**config.mk**
```make
export PLATFORM = sky130hd
export DESIGN_NAME = sdsr_fifo
export DESIGN_NICKNAME = d
export VERILOG_FILES = /design/src/hdl/ship_dip_stream_rrip_replacement_core_defines.svh /design/src/hdl/sdsr_fifo.sv
export SDC_FILE = /design/constraint.sdc
export NUM_CORES = 1
export LEC_CHECK = 0
export BUFFER_PORTS_ARGS = -buffer_cell sky130_fd_sc_hd__buf_2
export CORE_ASPECT_RATIO = 0.9
export CORE_MARGIN = 4
export CORE_UTILIZATION = 52
export DETAILED_ROUTE_END_ITERATION = 8
export PLACE_DENSITY = 0.79
export REMOVE_ABC_BUFFERS = 1
export SLEW_MARGIN = 20
export SYNTH_ARGS = -nofsm -noshare
export SYNTH_HDL_FRONTEND = slang
export SYNTH_SLANG_ARGS = --single-unit
```
**constraint.sdc**
```tcl
create_clock -name clk -period 4.15 [get_ports clk]
set_input_delay 0.2075 -clock clk [delete_from_list [all_inputs] [get_ports clk]]
set_output_delay 0.2075 -clock clk [all_outputs]
set_load 0.05 [all_outputs]
```
**src/hdl/ship_dip_stream_rrip_replacement_core_defines.svh**
```systemverilog
// Assertion macros used by the back end of the replacement core RTL.
`ifndef SHIP_DIP_STREAM_RRIP_REPLACEMENT_CORE_DEFINES_SVH
`define SHIP_DIP_STREAM_RRIP_REPLACEMENT_CORE_DEFINES_SVH
`ifndef NO_ASSERTIONS
`define SDSR_ASSERT_IMP(name, ante, cons) \
  name: assert property (@(posedge clk) disable iff (!rst_n) (ante) |-> (cons)) \
    else $error("sdsr assertion failed");
`define SDSR_ASSERT_NXT(name, ante, cons) \
  name: assert property (@(posedge clk) disable iff (!rst_n) (ante) |=> (cons)) \
    else $error("sdsr assertion failed");
`else
`define SDSR_ASSERT_IMP(name, ante, cons)
`define SDSR_ASSERT_NXT(name, ante, cons)
`endif
`endif

```
**src/hdl/sdsr_fifo.sv**
```systemverilog
// Small flop-based FIFO used between front and back and for results.
module sdsr_fifo #(
  parameter int WIDTH = 8,
  parameter int DEPTH = 2
) (
  input  logic             clk,
  input  logic             rst_n,
  input  logic             push,
  output logic             full,
  input  logic [WIDTH-1:0] wdata,
  input  logic             pop,
  output logic             empty,
  output logic [WIDTH-1:0] rdata
);
  localparam int PTR_W = $clog2(DEPTH);
  localparam int CNT_W = $clog2(DEPTH + 1);

  logic [WIDTH-1:0] data_r [DEPTH];
  logic [PTR_W-1:0] wp_r, rp_r;
  logic [CNT_W-1:0] cnt_r;
  logic do_push, do_pop;

  assign full    = (cnt_r == CNT_W'(DEPTH));
  assign empty   = (cnt_r == '0);
  assign do_push = push & ~full;
  assign do_pop  = pop & ~empty;
  assign rdata   = data_r[rp_r];

  always_ff @(posedge clk) begin
    if (!rst_n) begin
      wp_r  <= '0;
      rp_r  <= '0;
      cnt_r <= '0;
    end else begin
      if (do_push) begin
        wp_r <= (wp_r == PTR_W'(DEPTH - 1)) ? '0 : wp_r + PTR_W'(1);
      end
      if (do_pop) begin
        rp_r <= (rp_r == PTR_W'(DEPTH - 1)) ? '0 : rp_r + PTR_W'(1);
      end
      if (do_push && !do_pop) begin
        cnt_r <= cnt_r + CNT_W'(1);
      end else if (do_pop && !do_push) begin
        cnt_r <= cnt_r - CNT_W'(1);
      end
    end
  end

  always_ff @(posedge clk) begin
    if (do_push) begin
      data_r[wp_r] <= wdata;
    end
  end
endmodule

```
# Word-level counts from Yosys, hierarchy flattened

Memories as Yosys holds them, arrays and structs flattened. A register that Yosys moved wholly into a read port is not among the register bits.
Cells that the tools add are included.

Memories kept: 1
Input bits: 12
Bits in writable memories: 16
Logic and storage cells: 27
Register bits after elaboration: 4
Output and inout port bits: 10

Memories:

| memory | depth | bits a word | read ports | clocked after memory_dff | write ports | RTL line        | text |
|---|---|---|---|---|---|---|---|
| data_r | 2     | 8           | 1          | 1                        | 1           | sdsr_fifo.sv:18 | `logic [WIDTH-1:0] data_r [DEPTH];` |

Reduce and logical (&&, ||, !) cells: 6
Bitwise operators: 4
Mux-type cells: 8
Equal/unequal tests: 1
$add $sub $neg: 4

Operators by type and width:

| kind                                                               | count |
|---|---|
| 1-bit two-way mux                                                  | 6 |
| 2-bit two-way mux                                                  | 2 |
| 1-bit adder, second input constant                                 | 2 |
| 2-bit by 1-bit adder with 2-bit output, second input constant      | 1 |
| 1-bit bitwise AND                                                  | 2 |
| 2-bit == test, second input constant                               | 1 |
| 1-bit logical AND                                                  | 2 |
| 1-bit zero test                                                    | 2 |
| 2-bit zero test                                                    | 1 |
| 1-bit inverter                                                     | 2 |
| 2-bit nonzero test                                                 | 1 |
| 2-bit by 1-bit subtractor with 2-bit output, second input constant | 1 |

# Logic depth before layout (Yosys ltp)

Depth after elaboration: 7
Mapped depth: 7

# Worst setup path after synthesis

No wires, ideal clock.

Path type: register to register
Start: reg cnt_r[0]
End: reg cnt_r[1]
Required time: 4.080 ns
Arrival: 1.559 ns
Clock period less this slack: 1.629 ns
Stages on the path, launching flop included: 7
Setup slack: 2.521 ns
Cell sequence: dfxtp_1 > nand2b_1 > inv_2 > nor2_1 > ha_1 > or3_1 > a21boi_1

Longest elaborated chain between the ends: 6

RTL lines:

| item                                | RTL line        | text |
|---|---|---|
| start, declared                     | sdsr_fifo.sv:20 | `logic [CNT_W-1:0] cnt_r;` |
| start signal, assigned              | sdsr_fifo.sv:42 | `cnt_r <= cnt_r + CNT_W'(1);` |
| start signal, assigned              | sdsr_fifo.sv:44 | `cnt_r <= cnt_r - CNT_W'(1);` |
| 2-bit == test *                     | sdsr_fifo.sv:23 | `assign full = (cnt_r == CNT_W'(DEPTH));` |
| via full                            | sdsr_fifo.sv:9  | `output logic full,` |
| 1-bit inverter *                    | sdsr_fifo.sv:25 | `assign do_push = push & ~full;` |
| 1-bit bitwise AND *                 | sdsr_fifo.sv:25 |  |
| 1-bit zero test                     | sdsr_fifo.sv:43 | `end else if (do_pop && !do_push) begin` |
| 1-bit logical AND                   | sdsr_fifo.sv:43 |  |
| 2-bit nonzero test (no source line) | n/a             |  |

The timed path passes the listed nets; every way through them passes the cells marked *. The select of a mux whose other input is x is not followed.
A chain may end at the register's enable or synchronous reset.

==> impl_metrics.py <==
metrics = {
    "outcome": {
        "status": "completed",
    },
    "sta": {
        "maxSlewHeadroom_pct": 54.6,
        "rsz0062_at_grt": "false",
        "setup_violations": 0,
        "fin_crit_sh_pct": 40.0,
        "tightest_slew_ns": 0.677,
        "fin_worst_skew_ns": 0.00325,
        "max_freq_ghz": 0.603,
        "hold_viol": 0,
        "slew_violations": 0,
        "tns_ns": 0,
        "min_period_ns": 1.66,
    },
    "floorplan": {
        "dieHeight_um": 45.4,
        "die-area_um2": 2250,
        "fp.coreArea_um2": 1460,
        "die_x_um": 49.6,
        "row_count": 13,
        "initial_core_util_pct": 55.3,
        "num_io_pins": 22,
    },
    "pwr": {
        "leakagePower_nw": 0.379,
        "swShare_pct": 41.1,
        "p_sw_uw": 277,
        "ir_drop_v": 0.000411,
        "power_frac_clock_pct": 13.7,
        "comb_power_share_pct": 42.3,
        "p_seq_share_pct": 44.0,
        "power.internal_uw": 397,
        "total_power_uw": 675,
        "power_density_nw_per_um2": 707,
    },
    "worst_hold_path": {
        "hold_class": "input port to flop",
        "min_to": "data_r[1][0]",
        "hp-start": "wdata[0]",
        "hold_depth": 1,
    },
    "drt": {
        "wl_per_cell_um": 14.0,
        "drc": 0,
        "postRouteAntennaNets": 0,
        "via_per_inst": 5.12,
        "routed_wirelength_um": 1250,
        "dr.first_iter.drc_count": 11,
        "dr.pass1.iters": 4,
        "num_vias": 456,
    },
    "logic_synthesis": {
        "ys_top_cells_by_area": "edfxtp_1 (59%), dfxtp_1 (12%), mux2_2 (11%)",
        "syn-cell-area_um2": 810,
        "synth_warnings": 0,
        "synth_cells": 50,
        "synth-edff-count": 16,
        "synth_ff_type": "edfxtp_1",
        "synth_seq_cells": 21,
        "post_synth_num_cell_types": 20,
        "synth.most_common_cell": "edfxtp_1",
        "async_reset_ff_share_pct": 0,
        "yosysSeqAreaShare_pct": 71.7,
        "synth_top_cell_area_share_pct": 59.4,
        "yosys.area.top_type": "edfxtp_1",
        "syn_area_per_cell_um2": 16.2,
        "synth.top_cells.by_count": "edfxtp_1 (16), mux2_2 (8), dfxtp_1 (5), and2_1 (3)",
    },
    "finish": {
        "seqCellArea_um2": 581,
        "area_growth_pct": 17.9,
        "multi_input_area_um2": 216,
        "fillers": 117,
        "insertedDiodeCount": 0,
        "fin_area_um2": 955,
        "drive_gt1_share_pct": 45.9,
        "num-nets-final": 88,
    },
    "cts": {
        "postCtsSetupBuffers": 0,
        "root_buffer": "clkbuf_4",
        "clk_pin_slew_ns": 0.11,
        "cts_buffers": 3,
        "cts_resized": 0,
        "insertion_delay_ns": 0.29,
        "clockBufferDepth": 2,
        "ctsHoldBuffers": 0,
        "h-tree-depth": 1,
        "cts_tree": "done",
        "numClockSinks": 21,
    },
    "setup_path": {
        "required_ns": 3.94,
        "critPathKind": "flop to output pin",
        "r2r_end": "cnt_r[1]",
        "r2r-start": "cnt_r[0]",
        "cp-start-kind": "flop",
        "rrSetupSlack_ns": 2.56,
        "ff2ff_path_depth": 6,
        "critPathMaxFanout": 8,
        "cp-end-kind": "output pin",
        "arrival_ns": 1.45,
    },
    "grt": {
        "grt.busiest_layer": "met2",
        "grtUsageMet3_pct": 4.59,
        "first_global_vias": 460,
        "grt_max_degree": 12,
        "antenna_found_initial": 0,
        "grt_overflow_total": 0,
        "gr-usage-met1_pct": 14.3,
        "use_met2_pct": 21.6,
        "grt_pass1_wl_um": 2010,
        "track_usage_pct": 12.9,
    },
    "run": {
        "max_cap_viol_count": 0,
    },
    "place": {
        "port_buffers": 21,
        "place_area_um2": 928,
        "place_congestion": 0.734,
        "dp_hpwl_um": 901,
    },
}
## how the worst max path moves through the flow
stage	slack [ns]	endpoint	cells past startpoint
after floorplan	2.52	cnt_r[1]	6
after global placement	2.65	data_r[0][2]	3
after detailed placement	2.56	cnt_r[1]	6
after CTS	2.46	rdata[0]	2
after global routing	2.42	rdata[6]	2
final	2.49	rdata[0]	2
## power groups by stage
stage	registers [mW]	logic, mW	clock network [mW]
after floorplan	0.294	0.234	0
after global placement	0.300	0.282	0
after detailed placement	0.302	0.287	0
after CTS	0.298	0.288	0.0960
after global routing	0.302	0.305	0.109
final	0.297	0.286	0.0925
## final cells by class
cell class                      instances  share of cell area [%]
Multi-Input combinational cell         26                    22.7
Clock buffer                            4                    2.75
Tap cell                               15                    1.97
Inverter                                2                   0.786
Sequential cell                        21                    60.8
Timing Repair Buffer                   21                    11.0
## per-layer routing
| metal | wire length, µm | up-vias | part of all wire (%) |
|---|---|---|---|
| met5 | 0 | - | 0 |
| met4 | 12 | 0 | 0.96 |
| met3 | 60 | 2 | 4.8 |
| met2 | 649 | 12 | 52 |
| met1 | 528 | 211 | 42 |
| li1 | - | 231 | - |
## registers in the layout, summed over array words and instances (netlist names), named ones only
name / count
rp_r: 1
wp_r: 1
cnt_r: 2
data_r: 16
## cells by family after synthesis
kind of cell / count (synthesis) / synth area share (%)
AOI/OAI and AO/OA: 5 / 4.02
xor gates and xnor gates: 3 / 3.25
adders and majority gates: 1 / 1.55
buffers and inverters: 3 / 1.54
DFF: 21 / 71.7
muxes: 8 / 11.1
and+or+nand+nor: 9 / 6.80
## stage by stage
step / hold slack, ns / worst slack [ns] / util, % / cells
after floorplan: 0.306 / 2.52 / - / 49
after global placement: 0.396 / 2.65 / 63.4 / 85
after detailed placement: 0.399 / 2.56 / 63.4 / 85
after CTS: 0.0918 / 2.46 / 65.2 / 89
after global routing: 0.0741 / 2.42 / 65.2 / 89
final: 0.0986 / 2.49 / 65.2 / 89
## critical path, cell delays in order, from the launching register on
cell and delay [ns]:
dfxtp_1 0.56, mux2_2 0.39, buf_2 0.21
## cells in the final DEF (no fill, tap or decap), drive strengths merged
master,count
nor2,2
inv,2
nor3,1
a21boi,2
xnor2,2
and3,1
buf,21
dfxtp,5
or3,1
o21a,1
clkbuf,4
ha,1
nand2b,1
mux2,8
xor2,1
edfxtp,16
o21ai,2
and2,3
(Power assumes the default switching activity.)
