`src/hdl/ship_dip_stream_rrip_replacement_core_defines.svh`:
```
// Assertion macros used by the back end of the replacement core RTL.
`ifndef SHIP_DIP_STREAM_RRIP_REPLACEMENT_CORE_DEFINES_SVH
`define SHIP_DIP_STREAM_RRIP_REPLACEMENT_CORE_DEFINES_SVH
`ifndef NO_ASSERTIONS
`define SDSR_ASSERT_IMP(name, ante, cons) \
  name: assert property (@(posedge clk) disable iff (!rst_n) (ante) |-> (cons)) \
    else $error("sdsr assertion failed");
`define SDSR_ASSERT_NXT(name, ante, cons) \
  name: assert property (@(posedge clk) disable iff (!rst_n) (ante) |=> (cons)) \
    else $error("sdsr assertion failed");
`else
`define SDSR_ASSERT_IMP(name, ante, cons)
`define SDSR_ASSERT_NXT(name, ante, cons)
`endif
`endif

```
`src/hdl/sdsr_pkg.sv`:
```
// Shared types, constants and helpers of the replacement core.
package sdsr_pkg;
  localparam int NUM_SETS_DEF       = 2048;
  localparam int NUM_WAYS_DEF       = 16;
  localparam int SIG_WIDTH_DEF      = 6;
  localparam int LEADER_COUNT_DEF   = 32;
  localparam int SELECTOR_WIDTH_DEF = 8;

  localparam int IN_SET_W  = 11;
  localparam int IN_WAY_W  = 4;
  localparam int ADDR_W    = 64;
  localparam int DRAW_W    = 5;
  localparam int OUT_WAY_W = 4;
  localparam int INS_W     = 2;
  localparam int CFG_W     = 32;
  localparam int KIND_W    = 2;

  localparam logic [CFG_W-1:0] DECAY_RESET = 32'd100000;
  localparam logic [1:0] RR_DISTANT = 2'd3;
  localparam logic [1:0] RR_NEAR    = 2'd0;
  localparam logic [1:0] CNT_STRONG = 2'd2;

  localparam logic OP_VICTIM = 1'b0;
  localparam logic OP_UPDATE = 1'b1;

  typedef enum logic [KIND_W-1:0] {LK_FOLLOW, LK_LIP, LK_BIP} leader_kind_t;

  typedef enum logic [2:0] {B_CLEAR, B_IDLE, B_EXEC1, B_EXEC2, B_SWEEP} back_state_t;

  typedef struct packed {
    logic clearing;
    logic idle;
  } back_stat_t;

  typedef struct packed {
    logic busy;
    logic done;
  } mod_stat_t;

  function automatic logic [1:0] sat_inc2(input logic [1:0] v);
    return (v == 2'd3) ? v : v + 2'd1;
  endfunction

  function automatic logic [1:0] sat_dec2(input logic [1:0] v);
    return (v == 2'd0) ? v : v - 2'd1;
  endfunction
endpackage

```
`src/hdl/sdsr_mod.sv`:
```
// Restoring remainder unit: recomputes update count modulo a new decay period.
module sdsr_mod (
  input  logic                       clk,
  input  logic                       rst_n,
  input  logic                       start,
  input  logic [sdsr_pkg::CFG_W-1:0] dividend,
  input  logic [sdsr_pkg::CFG_W-1:0] divisor,
  output sdsr_pkg::mod_stat_t        stat,
  output logic [sdsr_pkg::CFG_W-1:0] rem
);
  localparam int W   = sdsr_pkg::CFG_W;
  localparam int BCW = $clog2(W);

  logic           run_r, done_r;
  logic [BCW-1:0] bit_r;
  logic [W-1:0]   dv_r, dvs_r;
  logic [W:0]     rem_r, trial;

  assign trial = {rem_r[W-1:0], dv_r[W-1]};

  always_ff @(posedge clk) begin
    if (!rst_n) begin
      run_r  <= 1'b0;
      done_r <= 1'b0;
    end else begin
      done_r <= 1'b0;
      if (start) begin
        run_r <= 1'b1;
      end else if (run_r && bit_r == BCW'(W - 1)) begin
        run_r  <= 1'b0;
        done_r <= 1'b1;
      end
    end
  end

  always_ff @(posedge clk) begin
    if (start) begin
      bit_r <= '0;
      dv_r  <= dividend;
      dvs_r <= divisor;
      rem_r <= '0;
    end else if (run_r) begin
      bit_r <= bit_r + BCW'(1);
      dv_r  <= {dv_r[W-2:0], 1'b0};
      rem_r <= (trial >= {1'b0, dvs_r}) ? trial - {1'b0, dvs_r} : trial;
    end
  end

  assign stat.busy = run_r;
  assign stat.done = done_r;
  assign rem       = rem_r[W-1:0];
endmodule

```
`config.mk`:
```
export PLATFORM = sky130hd
export DESIGN_NAME = sdsr_mod
export DESIGN_NICKNAME = d
export VERILOG_FILES = /design/src/hdl/ship_dip_stream_rrip_replacement_core_defines.svh /design/src/hdl/sdsr_pkg.sv /design/src/hdl/sdsr_mod.sv
export SDC_FILE = /design/constraint.sdc
export NUM_CORES = 1
export LEC_CHECK = 0
export BUFFER_PORTS_ARGS = -buffer_cell sky130_fd_sc_hd__buf_2
export CAP_MARGIN = 20
export CORE_MARGIN = 2
export CORE_UTILIZATION = 40
export DETAILED_ROUTE_END_ITERATION = 10
export PLACE_DENSITY = 0.7
export RECOVER_POWER = 50
export SYNTH_ARGS = -nofsm -noshare
export SYNTH_HDL_FRONTEND = slang
export SYNTH_SLANG_ARGS = --single-unit
export TNS_END_PERCENT = 30
```
`constraint.sdc`:
```
create_clock -name clk -period 3.34 [get_ports clk]
set_input_delay 0.167 -clock clk [delete_from_list [all_inputs] [get_ports clk]]
set_output_delay 0.167 -clock clk [all_outputs]
set_load 0.01 [all_outputs]
```
Word level (Yosys, flattened, before mapping)

Index checks and enable logic that the tools add are counted.

Div/mod/pow operators: 0
Muxes and demuxes: 6
Equal/unequal tests: 1
Shift-type cells: 0
$add $sub $neg: 2
Magnitude comparators: 1
Reductions and logical operators: 4
$mul: 0
Bitwise gates (word level): 1

Operators by type and width:

| kind                                                           | number |
|---|---|
| 32-bit two-way mux                                             | 3 |
| 33-bit by 32-bit greater-or-equal comparator with 1-bit output | 1 |
| 32-bit subtractor                                              | 1 |
| 5-bit by 1-bit adder with 5-bit output (second input constant) | 1 |
| 5-bit == test (second input constant)                          | 1 |
| 2-bit nonzero test                                             | 2 |
| 1-bit two-way mux                                              | 3 |
| 2-bit OR reduction                                             | 1 |
| 1-bit logical AND                                              | 1 |
| 1-bit inverter                                                 | 1 |

Input port bits: 67
Memories: 0
Flip-flop bits (word level): 103
Word-level logic and storage cells: 21
Latch bits: 0
Output and inout port bits: 34
Bits in writable memories: 0
Bits in read-only memories: 0

Depth between registers and ports, before layout

Gate-level depths: netlist of run 1.

Depth in word-level cells: 4
Gate-level depth with buffers: 14
Mapped depth without buffers: 13

Least setup slack after synthesis of run 1

Ideal clock, no wire load.

Path type: reg-to-reg
Start: register dv_r[31]
End: register rem_r[30]
Path buffers: 0
Data required time: 3.198 ns
Clock period less this slack: 2.833 ns
Slack: 0.507 ns
Library setup time: 0.142 ns
Data arrival time: 2.691 ns
Stages on the path, launching flop included: 14
Cell sequence: edfxtp_1 -> inv_1 -> ha_1 -> inv_1 -> fa_1 -> a21o_1 -> a221oi_2 -> o211ai_1 -> a2111o_1 -> nand2_1 -> nor4_1 -> or3_1 -> nand3_1 -> a311oi_1

Cells in the longest elaborated chain, start to end: 2
Elaborated cells between the ends (all ways): 3
Those cells by class: add/sub (1); order compare (1); mux (1)

RTL lines:

| what                                                                                                | RTL line       | RTL |
|---|---|---|
| from (decl)                                                                                         | sdsr_mod.sv:16 | `logic [W-1:0] dv_r, dvs_r;` |
| from (signal assigned)                                                                              | sdsr_mod.sv:39 | `dv_r <= dividend;` |
| from (signal assigned)                                                                              | sdsr_mod.sv:44 | `dv_r <= {dv_r[W-2:0], 1'b0};` |
| 32-bit subtractor or 33-bit by 32-bit greater-or-equal comparator with 1-bit output (tied branches) | sdsr_mod.sv:45 | `rem_r <= (trial >= {1'b0, dvs_r}) ? trial - {1'b0, dvs_r} : trial;` |
| 32-bit two-way mux (*)                                                                              | sdsr_mod.sv:45 |  |
| to (signal assigned)                                                                                | sdsr_mod.sv:45 |  |
| to (decl)                                                                                           | sdsr_mod.sv:17 | `logic [W:0] rem_r, trial;` |

Mark *: on every way between the ends. The rest lies on a longest branch, timed or not.
A chain may end at the register's enable or synchronous reset.

Worst setup path in the final report of run 1

Same ends and word-level chain as after synthesis.

==> impl_metrics.ini, run 1 <==
[floorplanning]
std_cell_rows = 44
ios = 101
die_w_um = 126
core_um2 = 14500
dieArea_um2 = 15800
initial_utilization_pct = 40.8
die_h_um = 126

[timing]
finalHoldViolations = 0
relSlewSlack_pct = -55.3
finalClockSkew_ns = 0.0127
setup_viol = 0
rsz0062_at_grt = false
fin_crit_sh_pct = 93.7
tightest_slew_ns = 2.33
fin_hold_ws_ns = 0.0300
min_period_ns = 3.13
tns_ns = 0
timing.fmax_mhz = 320
fin_ws_ns = 0.211
finalMaxSlewViolations = 80

[yosys]
ys.flop_type = edfxtp_1
ys_warn_count = 0
synth_mux_area_share_pct = 8.96
netlist_top_cells_area = edfxtp_1 (33%), dfxtp_1 (13%), ha_1 (7.2%), mux2_2 (5.9%), nand2_1 (3.2%)
synth.yosys.seq_area_share_pct = 45.7
syn_nets = 675
synth_top_cell_by_area = edfxtp_1
synth-xor-area-share_pct = 4.45
synth_top_family_by_area = compound AO/OA/AOI/OAI gates
synthAdderAreaFrac_pct = 7.54
yosysMostFrequentCell = edfxtp_1
synth_seq_cells = 103
ys_types = 55
syn_avg_cell_area_um2 = 10.3
synthArstFlopShare_pct = 0
synth_top_area_share_pct = 32.5
synth_area_um2 = 5910
synth-edff-count = 64
synth-simple-area-share_pct = 10.8
synth_compound_area_share_pct = 17.0
ys_top_cells_by_count = edfxtp_1 (64), nand2_1 (51), nor2_1 (49), inv_1 (42), dfxtp_1 (39)
synth_cells = 573

[cells_and_area]
stdcell_count = 879
regArea_um2 = 2700
fin_area_um2 = 7160
drive_above_1_share_pct = 21.2
multi_input_area_um2 = 2900
final_nets = 792
utilization_pct = 49.5
syn_to_final_growth_pct = 21.2
num_antenna_cells = 0
nFillCells = 1358

[power]
p_leak_nw = 3.00
total_power_mw = 3.45
vdd_drop_max_mv = 0.319
p_per_area_nw_per_um2 = 481

[global_route]
use_met1_pct = 21.6
grt_usage_pct = 17.0
grt_pass1_wl_mm = 21.9
grtUsageMet3_pct = 4.41
overflow = 0
grt-busiest-layer = met2
grt_max_degree = 63
met2_usage_pct = 27.9
antenna_found_initial = 0
grt_pass1_vias = 4606

[drt]
drtPass1Iterations = 4
drt_wl_total_mm = 13.1
vias = 4582
post-route-drc-count = 0
vias_per_cell = 5.21
drtAntennaViolNets = 0
wl_per_cell_um = 14.9
drt_iter0_markers = 255

[run_status]
violations = max-capacitance violations, max-slew violations
status = complete, but fails checks

[critical_path]
start_kind = flip-flop
r2r_start = dv_r[31]$_DFFE_PP_
reg2reg_to = rem_r[30]$_SDFFE_PP0P_
cp.arrival_ns = 3.34
r2r_cells = 13
worstSetupEndpointType = flip-flop
crit_type = reg2reg
rrSetupSlack_ns = 0.21
cp.required_ns = 3.55
cp_max_fo = 4

[clock_tree]
clockBufferDepth = 2
worstSkewPairLatency_ns = 0.37
clock-sinks = 103
cts_setup_buffers = 0
cts_buffers = 9
clkTransAtPathRegs_ns = 0.08
cts_max_level = 3
cts-root-buf = clkbuf_16
tritoncts = built

[min_path]
hold_depth = 2
hold_start = rst_n
hold_class = in2reg
min_to = run_r$_SDFFE_PN0P_

[placed_design]
portBuffers = 100
place_area_um2 = 6530
place_hpwl_mm = 9.56
routabilityCongestion = 0.862
post-place-ws_ns = 0.207
dp.cells = 831

[job]
max-cap-violations = 2
## critical path: stages (launching register included)
cell	delay, ns
edfxtp_1	0.36
inv_1	0.08
ha_1	0.16
inv_1	0.06
fa_1	0.41
a21o_1	0.23
a221oi_4	0.29
o211ai_1	0.25
a2111o_1	0.44
nand2_1	0.10
nor4_1	0.06
or3_1	0.34
nand3_1	0.10
a311oi_1	0.08
## timing repair
item,4_1_cts,5_1_grt
resized for setup,0,2
hold buffers,32,0
setup endpoints to repair,0,2
endpoints found under the hold margin,32,0
## cells by family (layout without fill, tap and decap cells)
logic type | count (synthesis) | after routing
multiplexers | 49 | 49
flip-flops | 103 | 103
buffers and inverters | 76 | 198
AO/OA/AOI/OAI | 137 | 137
adder cells (fa/ha/maj) | 35 | 35
XOR/XNOR | 30 | 30
AND/OR/NAND/NOR | 143 | 143
## layout make-up
class / count / area share [%]
multi-input cells: 394 / 40.4
clock buffers: 9 / 3.14
flip-flops and latches: 103 / 37.7
repair buffers: 140 / 11.9
inverters: 42 / 2.20
clock inverters: 7 / 1.45
well taps: 184 / 3.21
## placed cells by master (no fill, tap or decap), drive strengths merged, types with 4 or more instances in the layout
cell	netlist	final
o21ai	25	25
a21oi	28	28
dfxtp	39	39
a21o	16	16
mux2	31	31
and3	7	7
ha	34	34
xor2	11	11
a31oi	11	11
a211oi	17	17
edfxtp	64	64
nand4	6	6
buf	11	85
inv	42	45
nand2b	5	5
nor2	49	49
clkbuf	23	32
nand3	11	11
a311oi	17	17
nand2	51	51
mux2i	18	18
dlygate4sd3	0	32
o211ai	4	4
xnor2	19	19
clkinv	0	4
## sequential cells by signal (all words and copies together), names as in the netlist
| name | count |
|---|---|
| run_r | 1 |
| dv_r | 32 |
| dvs_r | 32 |
| bit_r | 5 |
| done_r | 1 |
| rem_r | 32 |
## where the power goes
| part | switching, mW | internal, mW |
|---|---|---|
| Sequential | 0.0598 | 1.47 |
| Clock | 0.563 | 0.552 |
| Combinational | 0.444 | 0.360 |
| Total | 1.07 | 2.38 |
## per-layer routing
layer  up-vias  part of all wire, %
met5         -                    0
met4         0                  2.1
met3        16                  5.3
met2       101                   47
met1      2151                   46
li1       2314                    -
## how the worst max path moves through the flow
stage	from	end	slack (ns)	cells past startpoint
floorplan	dv_r[31]$_DFFE_PP_	rem_r[30]$_SDFFE_PP0P_	0.51	13
global placement	dv_r[31]$_DFFE_PP_	rem_r[30]$_SDFFE_PP0P_	0.29	13
detailed placement	dv_r[31]$_DFFE_PP_	rem_r[30]$_SDFFE_PP0P_	0.21	13
CTS	dv_r[31]$_DFFE_PP_	rem_r[30]$_SDFFE_PP0P_	0.19	13
global route	dv_r[31]$_DFFE_PP_	rem_r[30]$_SDFFE_PP0P_	0.009	13
finish	dv_r[31]$_DFFE_PP_	rem_r[30]$_SDFFE_PP0P_	0.21	13
Power figures use the tool's default switching activity.
==> run 2: changes to the inputs <==
--- a/config.mk
+++ b/config.mk
@@ -6,12 +6,13 @@
 export NUM_CORES = 1
 export LEC_CHECK = 0
 export BUFFER_PORTS_ARGS = -buffer_cell sky130_fd_sc_hd__buf_2
-export CAP_MARGIN = 20
+export CAP_MARGIN = 15
 export CORE_MARGIN = 2
 export CORE_UTILIZATION = 40
 export DETAILED_ROUTE_END_ITERATION = 10
 export PLACE_DENSITY = 0.7
 export RECOVER_POWER = 50
+export REMOVE_ABC_BUFFERS = 1
 export SYNTH_ARGS = -nofsm -noshare
 export SYNTH_HDL_FRONTEND = slang
 export SYNTH_SLANG_ARGS = --single-unit
==> impl_metrics.ini, run 2 (synthesized netlist as in run 1, its figures left out) <==
[cells_and_area]
mostFrequentLayoutCells = buf_2 (66), edfxtp_1 (64), nand2_1 (51)
fin_area_um2 = 7110
stdcell_count = 877
final_nets = 790
syn_to_final_growth_pct = 20.3
mostFrequentLayoutCell = buf_2
utilization_pct = 49.1
top_regs = dv_r x32, dvs_r x32, rem_r x32
drive_above_1_share_pct = 19.5
num_antenna_cells = 0

[placed_design]
routabilityCongestion = 0.916
place_area_um2 = 6530
place_hpwl_mm = 9.38
post-place-ws_ns = 0.223
dp.cells = 829
portBuffers = 100

[timing]
tightest_slew_ns = 0.778
finalClockSkew_ns = 0.0118
fin_ws_ns = 0.214
finalMaxSlewViolations = 0
relSlewSlack_pct = 48.1
setup_viol = 0
finalHoldViolations = 0
tns_ns = 0
fin_crit_sh_pct = 93.6
min_period_ns = 3.13
timing.fmax_mhz = 320
rsz0062_at_grt = false
fin_hold_ws_ns = 0.0305

[floorplanning]
std_cell_rows = 44
core_um2 = 14500
die_w_um = 126
die_h_um = 126
dieArea_um2 = 15800
ios = 101
initial_utilization_pct = 40.8

[drt]
vias_per_cell = 5.24
drt_wl_total_mm = 13.1
drtAntennaViolNets = 0
wl_per_cell_um = 14.9
drt_iter0_markers = 228
vias = 4598
drtPass1Iterations = 5
post-route-drc-count = 0

[global_route]
overflow = 0
grt_pass1_vias = 4593
antenna_found_initial = 0
grt_pass1_wl_mm = 22.2
grt_usage_pct = 17.2
grt_max_degree = 67

[clock_tree]
worstSkewPairLatency_ns = 0.36
cts_buffers = 9
cts-root-buf = clkbuf_16
cts_setup_buffers = 0
clock-sinks = 103
tritoncts = built
clkTransAtPathRegs_ns = 0.07
cts_max_level = 3
clockBufferDepth = 2

[power]
vdd_drop_max_mv = 0.348
p_leak_nw = 2.94
total_power_mw = 3.38
p_per_area_nw_per_um2 = 476

[critical_path]
crit_type = reg2reg
cp.required_ns = 3.54
start_kind = flip-flop
cp_max_fo = 4
cp.arrival_ns = 3.32
worstSetupEndpointType = flip-flop

[job]
max-cap-violations = 0

[run_status]
status = finished clean

[min_path]
hold_class = in2reg
[run 2: cell count changes in the layout (fill, tap and decap cells not counted), sizes merged]
cell,change
clkinv,-3
buf,-12
clkbuf,+12
inv,+1
[run 2: where the power goes]
group	internal, mW	total, mW	leakage [nW]	switching, mW
clock network	0.561	1.06	0.149	0.496
registers	1.47	1.54	0.956	0.0657
logic	0.355	0.788	1.84	0.433
[run 2: metal layers]
layer	vias up	share of wire, %	GRT usage [%]
li1	2315	-	-
met1	2163	45	21.8
met2	111	47	27.9
met3	9	7.1	5.95
met4	0	1.2	4.90
met5	-	0	0
[run 2: area by class of cell]
cell class,count,area (um^2)
fillers,1366,7370
multi-input cells,394,2880
flip-flops and latches,103,2700
repair buffers,138,840
clock buffers,11,253
well taps,184,230
inverters,42,158
clock inverters,5,46.3
[run 2: path summary, 6_finish.rpt]
path | end | start | depth (start not counted) | slack (ns)
max | rem_r[30]$_SDFFE_PP0P_ | dv_r[31]$_DFFE_PP_ | 13 | 0.21
min | run_r$_SDFFE_PN0P_ | rst_n | 2 | 0.03
max reg2reg | rem_r[30]$_SDFFE_PP0P_ | dv_r[31]$_DFFE_PP_ | 13 | 0.21
min reg2reg | rem_r[17]$_SDFFE_PP0P_ | rem_r[17]$_SDFFE_PP0P_ | 2 | 0.50
[run 2: what timing repair did]
item                                   4_1_cts  5_1_grt
gates resized for setup                      0        0
setup endpoints to repair                    0        2
hold buffers                                32        0
endpoints found under the hold margin       32        0
[run 2: critical path, stage by stage, from the launching register on]
cell	delay (ns)
edfxtp_1	0.36
inv_1	0.08
ha_1	0.16
inv_1	0.06
fa_1	0.39
a21o_1	0.22
a221oi_2	0.33
o211ai_1	0.24
a2111o_1	0.45
nand2_1	0.10
nor4_1	0.06
or3_1	0.34
nand3_1	0.08
a311oi_1	0.09
==> run 3: changes to the inputs <==
--- a/config.mk
+++ b/config.mk
@@ -7,8 +7,10 @@
 export LEC_CHECK = 0
 export BUFFER_PORTS_ARGS = -buffer_cell sky130_fd_sc_hd__buf_2
 export CAP_MARGIN = 15
+export CORE_ASPECT_RATIO = 1.5
 export CORE_MARGIN = 2
 export CORE_UTILIZATION = 40
+export CTS_BUF_LIST = sky130_fd_sc_hd__clkbuf_8
 export DETAILED_ROUTE_END_ITERATION = 10
 export PLACE_DENSITY = 0.7
 export RECOVER_POWER = 50
==> impl_metrics.ini, run 3 (synthesized netlist as in run 1, its figures left out) <==
[critical_path]
crit_type = reg2reg
crit_top_cell = inv_1
cp.required_ns = 3.57
worstSetupEndpointType = flip-flop
rrSetupSlack_ns = 0.23
cp_slowest_cell = a2111o_1
start_kind = flip-flop
cp_max_fo = 4
cp_cell_sequence = inv_1 > ha_1 > inv_1 > fa_1 > a21o_1 > a221oi_4 > o211ai_1 > a2111o_1 > nand2_1 > nor4_1 > or3_1 > nand3_1 > a311oi_1
r2r_start = dv_r[31]$_DFFE_PP_
r2r_cells = 13
critPathLaunch = dv_r[31]$_DFFE_PP_
cp.arrival_ns = 3.34
cpPeakStageDelay_ns = 0.43

[cells_and_area]
fin_area_um2 = 7030
final_nets = 791
multi_input_area_um2 = 2890
utilization_pct = 48.4
num_antenna_cells = 0
regArea_um2 = 2700
mostFrequentLayoutCell = buf_2
nFillCells = 1386
drive_above_1_share_pct = 20.7
top_regs = dv_r x32, dvs_r x32, rem_r x32
mostFrequentLayoutCells = buf_2 (78), edfxtp_1 (64), nand2_1 (51)
syn_to_final_growth_pct = 18.9

[drt]
drt_iter0_markers = 203
vias = 4574
drtAntennaViolNets = 0
drtPass1Iterations = 4
drt_wl_total_mm = 13.7
post-route-drc-count = 0
vias_per_cell = 5.14
wl_per_cell_um = 15.4

[clock_tree]
clkTransAtPathRegs_ns = 0.10
tritoncts = built
cts_setup_buffers = 0
cts_max_level = 3
cts-root-buf = clkbuf_8
clock-sinks = 103
cts_buffers = 9
clockBufferDepth = 2
worstSkewPairLatency_ns = 0.39

[timing]
finalClockSkew_ns = 0.0143
rsz0062_at_grt = false
relSlewSlack_pct = -3.69
finalHoldViolations = 0
finalMaxSlewViolations = 66
tightest_slew_ns = 1.56
fin_crit_sh_pct = 93.3
setup_viol = 0
tns_ns = 0
timing.fmax_mhz = 321
min_period_ns = 3.11

[placed_design]
place_area_um2 = 6550
routabilityCongestion = 0.860
portBuffers = 100
place_hpwl_mm = 9.99

[power]
total_power_mw = 3.05
p_per_area_nw_per_um2 = 434
switching_share_pct = 31.0
seqPwrFrac_pct = 50.5
pwr-share-clk_pct = 23.1
p_leak_nw = 2.94
vdd_drop_max_mv = 0.355
internal_power_mw = 2.10
p_switching_mw = 0.946
combPwrFrac_pct = 26.4

[global_route]
grt_usage_pct = 18.0
grt_max_degree = 66
antenna_found_initial = 0
grt_pass1_wl_mm = 22.5
grt_pass1_vias = 4748
overflow = 0

[floorplanning]
initial_utilization_pct = 40.7
die_w_um = 103
core_um2 = 14500
die_h_um = 153
ios = 101
std_cell_rows = 54
dieArea_um2 = 15800

[min_path]
hold_class = in2reg
hold_depth = 2
hold_start = dividend[0]

[job]
max-cap-violations = 1

[run_status]
violations = max-capacitance violations, max-slew violations
status = complete, but fails checks
-- run 3: changes by cell type in the layout (fill, tap and decap cells not counted), moves of 3 or more --
| cell | delta |
|---|---|
| buf_2 | +12 |
| clkbuf_1 | -12 |
| clkbuf_16 | -9 |
| clkbuf_8 | +7 |
| inv_1 | +3 |
-- run 3: critical path, delay by kind of cell, from the launching register on --
kind                       cells  cell delay [ns]
and+or+nand+nor                4             0.62
AOI/OAI and AO/OA              5             1.28
adders and majority gates      2             0.56
buffers and inverters          2             0.13
DFF                            1             0.37
-- run 3: what timing repair did --
| action | 4_1_cts | 5_1_grt |
|---|---|---|
| hold buffers | 33 | 0 |
| hold endpoints to repair | 34 | 0 |
| setup endpoints to repair | 0 | 1 |
| resized for setup | 0 | 1 |
-- run 3: worst paths after layout --
kind	endpoint
worst max-delay path	rem_r[30]$_SDFFE_PP0P_
worst min-delay path	dv_r[0]$_SDFFCE_PN0P_
worst max register to register	rem_r[30]$_SDFFE_PP0P_
worst min register to register	rem_r[17]$_SDFFE_PP0P_
-- run 3: through the flow --
| stage | hold WS, ns | instances | worst slack [ns] |
|---|---|---|---|
| after detailed placement | 0.345 | 841 | 0.194 |
| final | 0.0549 | 890 | 0.225 |
| after global placement | 0.346 | 841 | 0.275 |
| after CTS | 0.0248 | 890 | 0.175 |
| after global routing | 0.0462 | 890 | 0.0487 |
| after floorplan | 0.235 | 539 | 0.275 |
-- run 3: metal layers --
layer | global-route usage [%] | wire [um] | share of wire [%] | vias to the layer above
li1 | - | - | - | 2313
met1 | 20.2 | 5620 | 41 | 2144
met2 | 32.7 | 7220 | 53 | 100
met3 | 3.34 | 530 | 3.9 | 17
met4 | 7.02 | 293 | 2.1 | 0
met5 | 0 | 0 | 0 | -
-- run 3: power by group through the flow --
stage / logic (mW) / clock network [mW] / registers [mW]
2_1_floorplan: 0.527 / 0 / 1.57
6_report: 0.804 / 0.704 / 1.54
5_1_grt: 0.894 / 0.780 / 1.56
4_1_cts: 0.805 / 0.738 / 1.54
3_5_place_dp: 0.771 / 0 / 1.57
3_3_place_gp: 0.757 / 0 / 1.57
-- run 3: cell type report --
class                           count  area share, %
Inverter                           42           2.24
Tap cell                          196           3.49
Clock buffer                        9           1.76
Sequential cell                   103           38.5
Clock inverter                      7          0.606
Multi-Input combinational cell    394           41.1
Timing Repair Buffer              139           12.3
