`src/hdl/ship_dip_stream_rrip_replacement_core_defines.svh`:
```
// Assertion macros used by the back end of the replacement core RTL.
`ifndef SHIP_DIP_STREAM_RRIP_REPLACEMENT_CORE_DEFINES_SVH
`define SHIP_DIP_STREAM_RRIP_REPLACEMENT_CORE_DEFINES_SVH
`ifndef NO_ASSERTIONS
`define SDSR_ASSERT_IMP(name, ante, cons) \
  name: assert property (@(posedge clk) disable iff (!rst_n) (ante) |-> (cons)) \
    else $error("sdsr assertion failed");
`define SDSR_ASSERT_NXT(name, ante, cons) \
  name: assert property (@(posedge clk) disable iff (!rst_n) (ante) |=> (cons)) \
    else $error("sdsr assertion failed");
`else
`define SDSR_ASSERT_IMP(name, ante, cons)
`define SDSR_ASSERT_NXT(name, ante, cons)
`endif
`endif

```
`src/hdl/sdsr_pkg.sv`:
```
// Shared types, constants and helpers of the replacement core.
package sdsr_pkg;
  localparam int NUM_SETS_DEF       = 2048;
  localparam int NUM_WAYS_DEF       = 16;
  localparam int SIG_WIDTH_DEF      = 6;
  localparam int LEADER_COUNT_DEF   = 32;
  localparam int SELECTOR_WIDTH_DEF = 8;

  localparam int IN_SET_W  = 11;
  localparam int IN_WAY_W  = 4;
  localparam int ADDR_W    = 64;
  localparam int DRAW_W    = 5;
  localparam int OUT_WAY_W = 4;
  localparam int INS_W     = 2;
  localparam int CFG_W     = 32;
  localparam int KIND_W    = 2;

  localparam logic [CFG_W-1:0] DECAY_RESET = 32'd100000;
  localparam logic [1:0] RR_DISTANT = 2'd3;
  localparam logic [1:0] RR_NEAR    = 2'd0;
  localparam logic [1:0] CNT_STRONG = 2'd2;

  localparam logic OP_VICTIM = 1'b0;
  localparam logic OP_UPDATE = 1'b1;

  typedef enum logic [KIND_W-1:0] {LK_FOLLOW, LK_LIP, LK_BIP} leader_kind_t;

  typedef enum logic [2:0] {B_CLEAR, B_IDLE, B_EXEC1, B_EXEC2, B_SWEEP} back_state_t;

  typedef struct packed {
    logic clearing;
    logic idle;
  } back_stat_t;

  typedef struct packed {
    logic busy;
    logic done;
  } mod_stat_t;

  function automatic logic [1:0] sat_inc2(input logic [1:0] v);
    return (v == 2'd3) ? v : v + 2'd1;
  endfunction

  function automatic logic [1:0] sat_dec2(input logic [1:0] v);
    return (v == 2'd0) ? v : v - 2'd1;
  endfunction
endpackage

```
`src/hdl/sdsr_front.sv`:
```
// Front end: accepts accesses, reduces set/way, hashes the signature, classifies the set.
module sdsr_front #(
  parameter int NUM_SETS     = sdsr_pkg::NUM_SETS_DEF,
  parameter int NUM_WAYS     = sdsr_pkg::NUM_WAYS_DEF,
  parameter int SIG_WIDTH    = sdsr_pkg::SIG_WIDTH_DEF,
  parameter int LEADER_COUNT = sdsr_pkg::LEADER_COUNT_DEF,
  localparam int SET_W  = $clog2(NUM_SETS),
  localparam int WAY_W  = $clog2(NUM_WAYS),
  localparam int ITEM_W = 1 + SET_W + WAY_W + sdsr_pkg::ADDR_W + SIG_WIDTH + 1
                          + sdsr_pkg::DRAW_W + sdsr_pkg::KIND_W
) (
  input  logic                          clk,
  input  logic                          rst_n,
  input  logic                          push,
  output logic                          full,
  input  logic                          opcode,
  input  logic [sdsr_pkg::IN_SET_W-1:0] set_index,
  input  logic [sdsr_pkg::IN_WAY_W-1:0] way_index,
  input  logic [sdsr_pkg::ADDR_W-1:0]   phys_addr,
  input  logic [sdsr_pkg::ADDR_W-1:0]   prog_counter,
  input  logic                          was_hit,
  input  logic [sdsr_pkg::DRAW_W-1:0]   random_draw,
  input  logic                          q_full,
  output logic                          q_push,
  output logic [ITEM_W-1:0]             q_data
);
  // set_index % NUM_SETS via reciprocal multiply, one correction step
  localparam int SHIFT = 22;
  localparam int RECIP = ((1 << SHIFT) + NUM_SETS - 1) / NUM_SETS;
  localparam int PW    = sdsr_pkg::IN_SET_W + SHIFT;
  localparam int RW    = sdsr_pkg::IN_SET_W + SET_W + 2;
  localparam int LKW   = SET_W + 10;

  logic                          a_v_r, b_v_r;
  logic                          a_op_r, b_op_r, a_hit_r, b_hit_r;
  logic [sdsr_pkg::IN_SET_W-1:0] a_set_r, b_set_r, b_q_r;
  logic [sdsr_pkg::IN_WAY_W-1:0] a_way_r, b_way_r;
  logic [sdsr_pkg::ADDR_W-1:0]   a_addr_r, b_addr_r, a_pc_r, b_pc_r;
  logic [sdsr_pkg::DRAW_W-1:0]   a_draw_r, b_draw_r;
  logic                          a_free, b_free;
  logic [PW-1:0]                 a_prod;
  logic signed [RW-1:0]          b_qn, b_rem;
  logic [SET_W-1:0]              set_red;
  logic [WAY_W-1:0]              way_red;
  logic [SIG_WIDTH-1:0]          sig;
  sdsr_pkg::leader_kind_t        kind;

  assign b_free = ~b_v_r | ~q_full;
  assign a_free = ~a_v_r | b_free;
  assign full   = ~a_free;
  assign a_prod = PW'(a_set_r) * PW'(RECIP);

  always_ff @(posedge clk) begin
    if (!rst_n) begin
      a_v_r <= 1'b0;
      b_v_r <= 1'b0;
    end else begin
      if (a_free) begin
        a_v_r <= push;
      end
      if (b_free) begin
        b_v_r <= a_v_r;
      end
    end
  end

  always_ff @(posedge clk) begin
    if (a_free && push) begin
      a_op_r   <= opcode;
      a_set_r  <= set_index;
      a_way_r  <= way_index;
      a_addr_r <= phys_addr;
      a_pc_r   <= prog_counter;
      a_hit_r  <= was_hit;
      a_draw_r <= random_draw;
    end
    if (b_free && a_v_r) begin
      b_op_r   <= a_op_r;
      b_set_r  <= a_set_r;
      b_q_r    <= a_prod[PW-1:SHIFT];
      b_way_r  <= a_way_r;
      b_addr_r <= a_addr_r;
      b_pc_r   <= a_pc_r;
      b_hit_r  <= a_hit_r;
      b_draw_r <= a_draw_r;
    end
  end

  always_comb begin
    // quotient estimate may be one high; fix up a negative remainder
    b_qn  = RW'(b_q_r) * RW'(NUM_SETS);
    b_rem = RW'(b_set_r) - b_qn;
    if (b_rem < 0) begin
      b_rem = b_rem + RW'(NUM_SETS);
    end
    set_red = b_rem[SET_W-1:0];

    way_red = '0;
    for (int i = 0; i < (1 << sdsr_pkg::IN_WAY_W); i++) begin
      if (b_way_r == sdsr_pkg::IN_WAY_W'(i)) begin
        way_red = WAY_W'(i % NUM_WAYS);
      end
    end

    sig = b_pc_r[SIG_WIDTH-1:0] ^ b_pc_r[SIG_WIDTH+5:6] ^ SIG_WIDTH'({set_red, 2'b00});

    // BIP leaders win where both ranges overlap
    if (LKW'(set_red) + LKW'(LEADER_COUNT) >= LKW'(NUM_SETS)) begin
      kind = sdsr_pkg::LK_BIP;
    end else if (LKW'(set_red) < LKW'(LEADER_COUNT)) begin
      kind = sdsr_pkg::LK_LIP;
    end else begin
      kind = sdsr_pkg::LK_FOLLOW;
    end
  end

  assign q_push = b_v_r;
  assign q_data = {b_op_r, set_red, way_red, b_addr_r, sig, b_hit_r, b_draw_r, kind};
endmodule

```
`config.mk`:
```
export PLATFORM = sky130hd
export DESIGN_NAME = sdsr_front
export DESIGN_NICKNAME = d
export VERILOG_FILES = /design/src/hdl/ship_dip_stream_rrip_replacement_core_defines.svh /design/src/hdl/sdsr_pkg.sv /design/src/hdl/sdsr_front.sv
export SDC_FILE = /design/constraint.sdc
export NUM_CORES = 1
export LEC_CHECK = 0
export ABC_AREA = 1
export BUFFER_PORTS_ARGS = -buffer_cell sky130_fd_sc_hd__buf_2
export CAP_MARGIN = 30
export CORE_ASPECT_RATIO = 0.8
export CORE_UTILIZATION = 48
export DETAILED_ROUTE_END_ITERATION = 10
export PLACE_DENSITY_LB_ADDON = 0.15
export SYNTH_ARGS = -nofsm -noshare
export SYNTH_HDL_FRONTEND = slang
export SYNTH_SLANG_ARGS = --single-unit
```
`constraint.sdc`:
```
create_clock -name clk -period 7.7 [get_ports clk]
set_input_delay 0.77 -clock clk [delete_from_list [all_inputs] [get_ports clk]]
set_output_delay 0.77 -clock clk [all_outputs]
set_load 0.02 [all_outputs]
```
; Word-level counts from Yosys, hierarchy flattened
; Cells that the tools add are included.
; Widths: inputs -> output; s select.
[word_totals]
register_bits = 198
in_bits = 154
out_inout_bits = 96
word_cells = 64
[op_classes]
add_sub_neg = 2
order_cmp = 3
eq_ne = 15
muxes = 18
n_bitwise = 8
n_reduce_logical = 2
[ops]
columns = op, n
row1 = $mux 4, 14
row2 = $eq 4x4->1 const B, 8
row3 = $eq 4x3->1 const B, 4
row4 = $add 11x6->12 const B, 1
row5 = $ge 12x12->1 const B, 1
row6 = $xor 6x6->6, 2
row7 = $add 11x1->11 const B, 1
row8 = $lt 11x1->1 const B, 1
row9 = $lt 11x6->1 const B, 1
row10 = $mux 11, 1
row11 = $eq 4x2->1 const B, 2
row12 = $eq 4x1->1 const B, 1
row13 = $not 1->1, 4
row14 = $logic_and 1x1->1, 2
row15 = $mux 1, 2
row16 = $mux 2, 1
row17 = $or 1x1->1, 2

; Depth between registers and ports, before layout
; Gate-level depths: netlist of run 1.
[depth]
depth_word = 16
depth_mapped = 5
depth_no_buf = 5

; Worst setup path after synthesis of run 1
; No wires, ideal clock.
[synth_path]
path_type = input port to flip-flop
from = input q_full
to = register b_addr_r[0] (netlist name), enable pin
setup_time_ns = 0.587
arrival_time_ns = 5.522
required_ns = 7.113
setup_slack_ns = 1.591
cell_stages = 1
n_path_buf = 0
path_cell_list = a21oi_1
[synth_between]
elab_chain_cells = 3
[synth_rtl]
columns = element, line
row1 = "start, declared", sdsr_front.sv:23  ; input logic q_full,
row2 = $not 1->1, sdsr_front.sv:48  ; assign b_free = ~b_v_r | ~q_full;
row3 = $or 1x1->1, sdsr_front.sv:48
row4 = $logic_and 1x1->1, sdsr_front.sv:77  ; if (b_free && a_v_r) begin
row5 = "end signal, assigned", sdsr_front.sv:82  ; b_addr_r <= a_addr_r;
row6 = "end, declared", sdsr_front.sv:38  ; logic [sdsr_pkg::ADDR_W-1:0] a_addr_r, b_addr_r, a_pc_r, b_pc_r;
; No other way between the ends.
; A chain may end at the register's enable or synchronous reset.

; Final worst setup path of run 1
[layout_path]
from = input q_full
to = register b_addr_r[25] (netlist name), enable pin
; The elaborated chain is that of the path after synthesis.

==> results_dict.tcl, run 1 <==
set metrics [dict create \
    dp_hpwl_um 6965 \
    grt_max_degree 66 \
    seq_area_mm2 0.005926 \
    ioPinCount 250 \
    dieArea_mm2 0.01344 \
    syn_nets 419 \
    tns_ns 0 \
    place_area_mm2 0.007433 \
    hold_class "reg2reg" \
    p_int_mw 1.822 \
    antenna_found_initial 1 \
    arrival_ns 2.25 \
    status "finished, final reports clean" \
    core_area_mm2 0.01243 \
    clkTransAtPathRegs_ns 0.06 \
    critPathLaunchType "input pin" \
    p_sw_mw 0.4365 \
    rr_endpoint "b_addr_r[25]" \
    cp_slowest_stage_delay_ns 0.64 \
    wl_per_cell_um 15.54 \
    overflow 0 \
    gp_congestion 0.6850 \
    mostFrequentLayoutCells "buf_2 (197), edfxtp_1 (196), nand2_1 (23)" \
    crit_fanout 51 \
    place_inst 628 \
    p_per_area_mw_per_mm2 281.5 \
    drv_slew 0 \
    startpoint "q_full" \
    htreeDepth 4 \
    cpMostUsedCell "buf_4" \
    synth.area.top_cells "edfxtp_1 (95%), nand2_1 (1.4%), inv_1 (1.1%)" \
    rsz0062_at_grt "no" \
    grt_usage_pct 16.08 \
    cts-root-buf "clkbuf_16" \
    wl_um 10230 \
    portBuffers 197 \
    rows 36 \
    grt_pass1_wl_um 15010 \
    final_common_cell "buf_2" \
    min_period_ns 2.200 \
    clock_latency_ns 0.42 \
    first_iter_violations 166 \
    rrSetupSlack_ns 5.59 \
    worstMarginPinSlew_ns 0.8312 \
    yosysSeqAreaShare_pct 95.16 \
    final_area_mm2 0.008024 \
    cts_resized 0 \
    fillers 925 \
    cts_buffers 17 \
    synth_area_mm2 0.006227 \
    die_w_um 129.3 \
    hold_viol 0 \
    first_pass_iters 4 \
    period_share_pct 28.57 \
    via_count 2966 \
    syn-mean-instance-area_um2 23.68 \
    instances_no_fill 658 \
    holdBufCountCts 0 \
    fp.dieH_um 103.9 \
    synth_top_area_share_pct 94.51 \
    start_util_pct 50.09 \
    drcViolationCount 0 \
    cts_setup_buffers 0 \
    fin_util_pct 64.54 \
    crit_type "in2reg" \
    numClockSinks 198 \
    r2r_start "a_v_r" \
    grt_pass1_vias 2897 \
    ys_ff_latch 198 \
    setup_violations 0 \
    drive_gt1_share_pct 47.53 \
    synth_cells 263 \
    p_clk_share_pct 39.0 \
    relSlewSlack_pct 44.58 \
    cts_tree "yes" \
    viasPerCell 4.508 \
    ys_types 14 \
    multi_input_area_um2 211.5 \
    area_delta_synth_final_pct 28.85 \
    p_leak_nw 3.196 \
    endpoint "b_addr_r[25]" \
    cap_violations 0 \
    worst_path_max_delay_cell "buf_4" \
    synth_warnings 0 \
    crit_path_end_kind "flip-flop" \
    max_freq_mhz 454.6 \
    comb_power_share_pct 4.9 \
    finalPower_mw 2.258 \
    crit_required_ns 7.75 \
    fin_skew_ns 0.004118 \
    nNetsFinal 632 \
    max-vdd-ir-drop_v 0.0002018 \
    switching_share_pct 19.33 \
    clock_path_buffers 2 \
    rr_worst_depth 4 \
    yosys.area.top_type "edfxtp_1" \
    ant_nets 0 \
    pwr-share-seq_pct 56.1 \
    timing.critical_path.cells "buf_2 > a21oi_4 > buf_4 > buf_4" \
]
## state kept, by name (all words and copies together), names as in the netlist, 4 cells and up
register  cells
b_pc_r       12
b_way_r       4
a_draw_r      5
b_set_r      11
a_pc_r       12
b_addr_r     64
a_set_r      11
a_addr_r     64
b_draw_r      5
a_way_r       4
## worst min path at each step
stage | from | cells after the start | slack, ns | to
2_1_floorplan | a_addr_r[0] | 0 | 0.40 | b_addr_r[0]
3_3_place_gp | a_addr_r[16] | 0 | 0.40 | b_addr_r[16]
3_5_place_dp | a_addr_r[21] | 0 | 0.40 | b_addr_r[21]
4_1_cts | a_addr_r[33] | 0 | 0.42 | b_addr_r[33]
5_1_grt | a_addr_r[63] | 0 | 0.42 | b_addr_r[63]
6_report | a_addr_r[33] | 0 | 0.42 | b_addr_r[33]
## metal layers
metal | routed length, um | vias to the layer above | global-route usage, %
met1 | 3736 | 1410 | 17.00
met4 | 141 | 0 | 7.815
met3 | 1385 | 10 | 10.44
li1 | - | 1412 | -
met5 | 0 | - | 0
met2 | 4963 | 134 | 24.69
## worst max-delay path: cells and delay by family
family / cells / cell delay, ns
buf+inv: 3 / 1.27
compound gates: 1 / 0.13
## through the flow
stage | hold slack, ns | worst slack (ns)
after detailed placement | 0.4045 | 5.035
after global routing | 0.4197 | 5.391
after global placement | 0.4001 | 5.053
after floorplan | 0.4003 | 1.591
after CTS | 0.4154 | 5.496
final | 0.4151 | 5.500
## final cells by class
type / instances / area share (%)
clock inverter: 12 / 2.027
antenna: 1 / 0.03119
tap: 171 / 2.666
multi-input combinational: 40 / 2.635
clock buffer: 17 / 5.302
sequential: 198 / 73.85
timing repair buffer: 200 / 12.57
inverter: 19 / 0.9200
## cell usage after synthesis (all sizes together)
master / count
inv: 19
nand3: 6
nand2: 23
a21oi: 3
edfxtp: 196
nor2: 3
dfxtp: 2
clkbuf: 4
buf: 2
xor2: 2
and3: 1
ha: 2
## kinds of logic (layout without fill, tap and decap cells)
family          count (synthesis)  count (layout)  synth area share [%]
flops                         198             198                 95.16
simple gates                   33              33                 2.230
buf+inv                        25             248                 1.627
compound gates                  3               3                0.3014
fa+ha+maj                       2               2                0.4018
xor+xnor                        2               2                0.2813
other cells                     0               1                     0
## power groups by stage
| stage | Sequential, mW | Combinational, mW | Clock (mW) |
|---|---|---|---|
| after floorplan | 1.32 | 0.0294 | 0 |
| after global placement | 1.29 | 0.111 | 0 |
| after detailed placement | 1.29 | 0.113 | 0 |
| after CTS | 1.27 | 0.113 | 0.904 |
| after global routing | 1.27 | 0.121 | 0.943 |
| final | 1.27 | 0.111 | 0.881 |
Note: power is estimated with default switching activity, not from simulation.
==> inputs of run 2 (changes only) <==
Settings changed: ABC_AREA 1 to 0, CORE_UTILIZATION 48 to 43.
Clock period 7.7 ns to 1.8 ns, I/O delays scaled along.
==> results_dict.tcl, run 2 <==
set metrics [dict create \
    fp.dieH_um 108.9 \
    finalWorstSetupSlack_ns 0.1987 \
    grt_max_degree 79 \
    numClockSinks 198 \
    r2r_start "q_push" \
    clock_latency_ns 0.42 \
    die_w_um 135.7 \
    rrSetupSlack_ns 0.40 \
    grt_usage_pct 15.48 \
    grt_pass1_vias 3219 \
    period_share_pct 88.96 \
    portBuffers 197 \
    antenna_found_initial 0 \
    drv_slew 0 \
    max_freq_mhz 624.5 \
    syn-mean-instance-area_um2 26.83 \
    final_area_mm2 0.008916 \
    start_util_pct 44.72 \
    critPathLaunchType "flip-flop" \
    synth_ff_type "edfxtp_1" \
    p_leak_nw 3.445 \
    drive_gt1_share_pct 41.20 \
    viasPerCell 4.369 \
    final_common_cell "buf_2" \
    area_delta_synth_final_pct 45.10 \
    cap_violations 0 \
    synth_area_mm2 0.006145 \
    clkTransAtPathRegs_ns 0.06 \
    wl_per_cell_um 15.12 \
    dp_hpwl_um 6541 \
    p_per_area_mw_per_mm2 1052 \
    mostFrequentLayoutCells "buf_2 (197), edfxtp_1 (196), dlygate4sd3_1 (100)" \
    largestRegisters "a_addr_r (64), b_addr_r (64)" \
    core_area_mm2 0.01374 \
    cts-root-buf "clkbuf_16" \
    htreeDepth 4 \
    ys_ff_latch 198 \
    multi_input_area_um2 200.2 \
    min_period_ns 1.601 \
    crit_type "reg2out" \
    arrival_ns 1.42 \
    ys_types 18 \
    hold_class "in2reg" \
    synth_most_common_cell "edfxtp_1" \
    synth_top_area_share_pct 95.78 \
    rsz0062_at_grt "no" \
    min_to "q_push" \
    synth_cells 229 \
    holdCritStartpoint "q_full" \
    status "finished, final reports clean" \
    grt_pass1_wl_um 16200 \
    hold_viol 0 \
    crit_path_end_kind "primary output" \
    synthArstFlopShare_pct 0 \
    via_count 3194 \
    ant_nets 0 \
    synth-edff-count 196 \
    relSlewSlack_pct 72.25 \
    fillers 979 \
    rr_worst_depth 3 \
    cts_buffers 17 \
    ioPinCount 250 \
    cts_setup_buffers 0 \
    rr_endpoint "a_set_r[10]" \
    crit_required_ns 1.62 \
    gp_congestion 0.7157 \
    nNetsFinal 699 \
    yosys.area.top_type "edfxtp_1" \
    drcViolationCount 0 \
    seq_area_mm2 0.005929 \
    cts_tree "yes" \
    worstMarginPinSlew_ns 0.4163 \
    min_delay_path_depth 3 \
    fin_skew_ns 0.007865 \
    n_antenna_cell 0 \
    place_area_mm2 0.007416 \
    first_iter_violations 112 \
    first_pass_iters 4 \
    synthTopCellsByCount "edfxtp_1 (196), xnor2_1 (8), clkbuf_1 (4)" \
    clock_path_buffers 2 \
    syn_nets 385 \
    synth_warnings 0 \
    synth.area.top_cells "edfxtp_1 (96%), xnor2_1 (1.1%), dfxtp_1 (0.65%)" \
    rows 38 \
    max-vdd-ir-drop_v 0.0006843 \
    wl_um 11050 \
    dieArea_mm2 0.01478 \
    yosysSeqAreaShare_pct 96.44 \
    overflow 0 \
    crit_fanout 3 \
    place_ws_ns 0.4085 \
    setup_violations 0 \
]
-- run 2: worst max-delay path, stage by stage, from the launching register on --
cell,delay [ns]
edfxtp_1,0.41
nor4_1,0.29
and2_1,0.16
buf_2,0.15
-- run 2: per-stage QoR --
stage               power [mW]  setup TNS (ns)  hold WS, ns  util [%]  std cells
CTS                      9.466               0      0.08984     64.89        731
floorplan                5.740         -126.32       0.2789         -        229
detailed placement       6.003               0       0.3581     53.97        604
global placement         5.981               0       0.3565     53.97        604
finish                   9.376               0       0.1206     64.89        731
global route             9.706               0       0.1171     64.89        731
-- run 2: repair_timing --
item,4_1_cts,5_1_grt
gates resized for setup,0,0
hold buffers,100,0
hold endpoints to repair,100,0
-- run 2: worst max-delay path by stage --
stage | from | endpoint | slack [ns] | cells after the start
final | b_set_r[8] | q_data[0] | 0.20 | 3
after global routing | b_set_r[8] | q_data[0] | 0.10 | 3
after CTS | b_set_r[8] | q_data[0] | 0.16 | 3
after detailed placement | q_push | a_set_r[10] | 0.41 | 3
after global placement | q_full | a_set_r[8] | 0.43 | 4
after floorplan | q_push | b_addr_r[0] | -0.65 | 1
-- run 2: power by group --
group	internal (mW)	total [mW]	switching (mW)	leakage, nW
registers	5.35	5.41	0.0623	1.89
clock network	1.86	3.30	1.44	0.238
logic	0.320	0.667	0.346	1.31
total	7.52	9.38	1.85	3.45
-- run 2: cell families after synthesis --
kind of cell	Yosys count	share of synthesized area [%]
adder cells (fa/ha/maj)	2	0.4072
buffers and inverters	8	0.6108
AO/OA/AOI/OAI	3	0.3258
XOR/XNOR	10	1.425
AND/OR/NAND/NOR	8	0.7940
flip-flops	198	96.44
-- run 2: final cells by class --
cell class	instances	area share, %
clock inverters	6	0.6596
flip-flops and latches	198	66.50
repair buffers	301	23.04
well taps	180	2.526
multi-input cells	23	2.245
inverters	2	0.08420
clock buffers	21	4.940
-- run 2: layer usage --
layer / share of wire, % / global-route usage (%) / vias up
li1: - / - / 1522
met1: 41 / 17.58 / 1513
met2: 49 / 25.33 / 146
met3: 9.7 / 7.578 / 13
met4: 0.92 / 5.778 / 0
met5: 0 / 0 / -
==> inputs of run 3 (changes only) <==
Settings changed: CAP_MARGIN 30 to 20, CORE_MARGIN set to 10, CORE_UTILIZATION 43 to 30.
==> results_dict.tcl, run 3 (synthesis results as in run 2) <==
set metrics [dict create \
    max_freq_mhz 627.0 \
    numClockSinks 198 \
    mostFrequentLayoutCells "buf_2 (197), edfxtp_1 (196), dlygate4sd3_1 (100)" \
    holdCritStartpoint "q_full" \
    min_delay_path_depth 3 \
    p_per_area_mw_per_mm2 1091 \
    setup_violations 0 \
    grt_use_met1_pct 11.97 \
    seq_area_mm2 0.005929 \
    place_ws_ns 0.4416 \
    tns_ns 0 \
    fp.dieH_um 148.0 \
    nNetsFinal 699 \
    wl_um 13430 \
    first_iter_violations 176 \
    p_leak_nw 3.514 \
    cap_violations 0 \
    grt_pass1_vias 3680 \
    final_common_cell "buf_2" \
    via_count 3280 \
    min_period_ns 1.595 \
    rrSetupSlack_ns 0.44 \
    fin_skew_ns 0.01019 \
    gp_congestion 0.7258 \
    worstMarginPinSlew_ns 0.3044 \
    dp_hpwl_um 9008 \
    critPathLaunchType "flip-flop" \
    grt_max_degree 51 \
    relSlewSlack_pct 79.71 \
    min_to "q_push" \
    grt_pass1_wl_um 20990 \
    use_met2_pct 15.34 \
    max-vdd-ir-drop_v 0.0004513 \
    drive_gt1_share_pct 42.63 \
    met3_usage_pct 6.001 \
    start_util_pct 30.77 \
    crit_path_end_kind "primary output" \
    largestRegisters "a_addr_r (64), b_addr_r (64)" \
    timing.critical_path.cells "nor4_1 > and2_1 > buf_2" \
    n_antenna_cell 0 \
    rows 46 \
    crit_required_ns 1.62 \
    crit_fanout 3 \
    hold_viol 0 \
    first_pass_iters 4 \
    hold_class "in2reg" \
    worst_path_max_delay_cell "edfxtp_1" \
    cts_tree "yes" \
    htreeDepth 4 \
    status "finished, final reports clean" \
    rr_endpoint "a_pc_r[8]" \
    rr_worst_depth 3 \
    r2r_start "q_push" \
    clkTransAtPathRegs_ns 0.07 \
    ioPinCount 250 \
    overflow 0 \
    cts_resized 0 \
    dieArea_mm2 0.02664 \
    wl_per_cell_um 16.38 \
    crit_type "reg2out" \
    cp_slowest_stage_delay_ns 0.42 \
    portBuffers 197 \
    die_w_um 180.0 \
    grt_most_used_layer "met2" \
    cpLargestDelayFamily "simple AND/OR/NAND/NOR gates" \
    drv_slew 0 \
    multi_input_area_um2 200.2 \
    fillers 1739 \
    period_share_pct 88.61 \
    rsz0062_at_grt "no" \
    antenna_found_initial 0 \
    finalWorstSetupSlack_ns 0.2050 \
    arrival_ns 1.42 \
    ant_nets 0 \
    cts-root-buf "clkbuf_16" \
    viasPerCell 4.000 \
    area_delta_synth_final_pct 48.89 \
    worst-path-buf-inv 1 \
    core_area_mm2 0.01997 \
    crit_cells 3 \
    clock_path_buffers 2 \
    drcViolationCount 0 \
    clock_latency_ns 0.42 \
    cts_buffers 17 \
    grt_usage_pct 10.17 \
]
[run 3: cell types whose count changed in the layout (fill, tap and decap cells not counted)]
cell	delta
buf_12	+1
buf_4	-1
bufinv_16	+1
clkbuf_1	-4
clkinv_1	-1
clkinv_4	+3
clkinv_8	+2
clkinvlp_4	-2
inv_6	+3
inv_8	+3
[run 3: power breakdown]
part           total (mW)  internal [mW]  leakage (nW)  switching, mW
clock network        3.89           2.12         0.303           1.78
logic               0.685          0.324          1.32          0.361
registers            5.40           5.34          1.89         0.0602
total                9.98           7.78          3.51           2.20
[run 3: how the worst max path moves through the flow]
stage | to | slack (ns) | from
floorplan | b_addr_r[0] | -0.65 | q_push
global placement | a_pc_r[5] | 0.46 | q_full
global route | q_data[0] | 0.12 | b_set_r[7]
detailed placement | a_pc_r[11] | 0.44 | q_full
CTS | q_data[0] | 0.17 | b_set_r[7]
finish | q_data[0] | 0.20 | b_set_r[7]
[run 3: what timing repair did]
action,CTS,global route
endpoints found under the hold margin,100,0
hold buffers,100,0
setup buffers,0,0
[run 3: layer usage]
metal | share of wire, % | wire length (um)
met5 | 0 | 0
met4 | 0.83 | 112
met3 | 11 | 1537
met2 | 45 | 6076
met1 | 42 | 5707
[run 3: layout make-up]
cell class	instances	area share [%]
clock buffer	17	4.650
multi-input combinational	23	2.188
inverter	2	0.08206
timing repair buffer	301	22.59
clock inverter	15	2.065
sequential	198	64.81
tap	264	3.611
[run 3: tightest hold or removal path, cell delays in order]
cell	delay, ns
buf_2	0.12
a21oi_1	0.07
nor2b_1	0.10
[run 3: per-stage QoR]
| stage | cell area [um^2] | hold WS [ns] | power (mW) | util [%] | instances |
|---|---|---|---|---|---|
| floorplan | 6167 | 0.2789 | 5.740 | - | 229 |
| global placement | 7533 | 0.3563 | 6.012 | 37.72 | 688 |
| detailed placement | 7533 | 0.3581 | 6.030 | 37.72 | 688 |
| CTS | 9149 | 0.07539 | 10.12 | 45.81 | 820 |
| global route | 9149 | 0.08108 | 10.40 | 45.81 | 820 |
| finish | 9149 | 0.09188 | 9.979 | 45.81 | 820 |
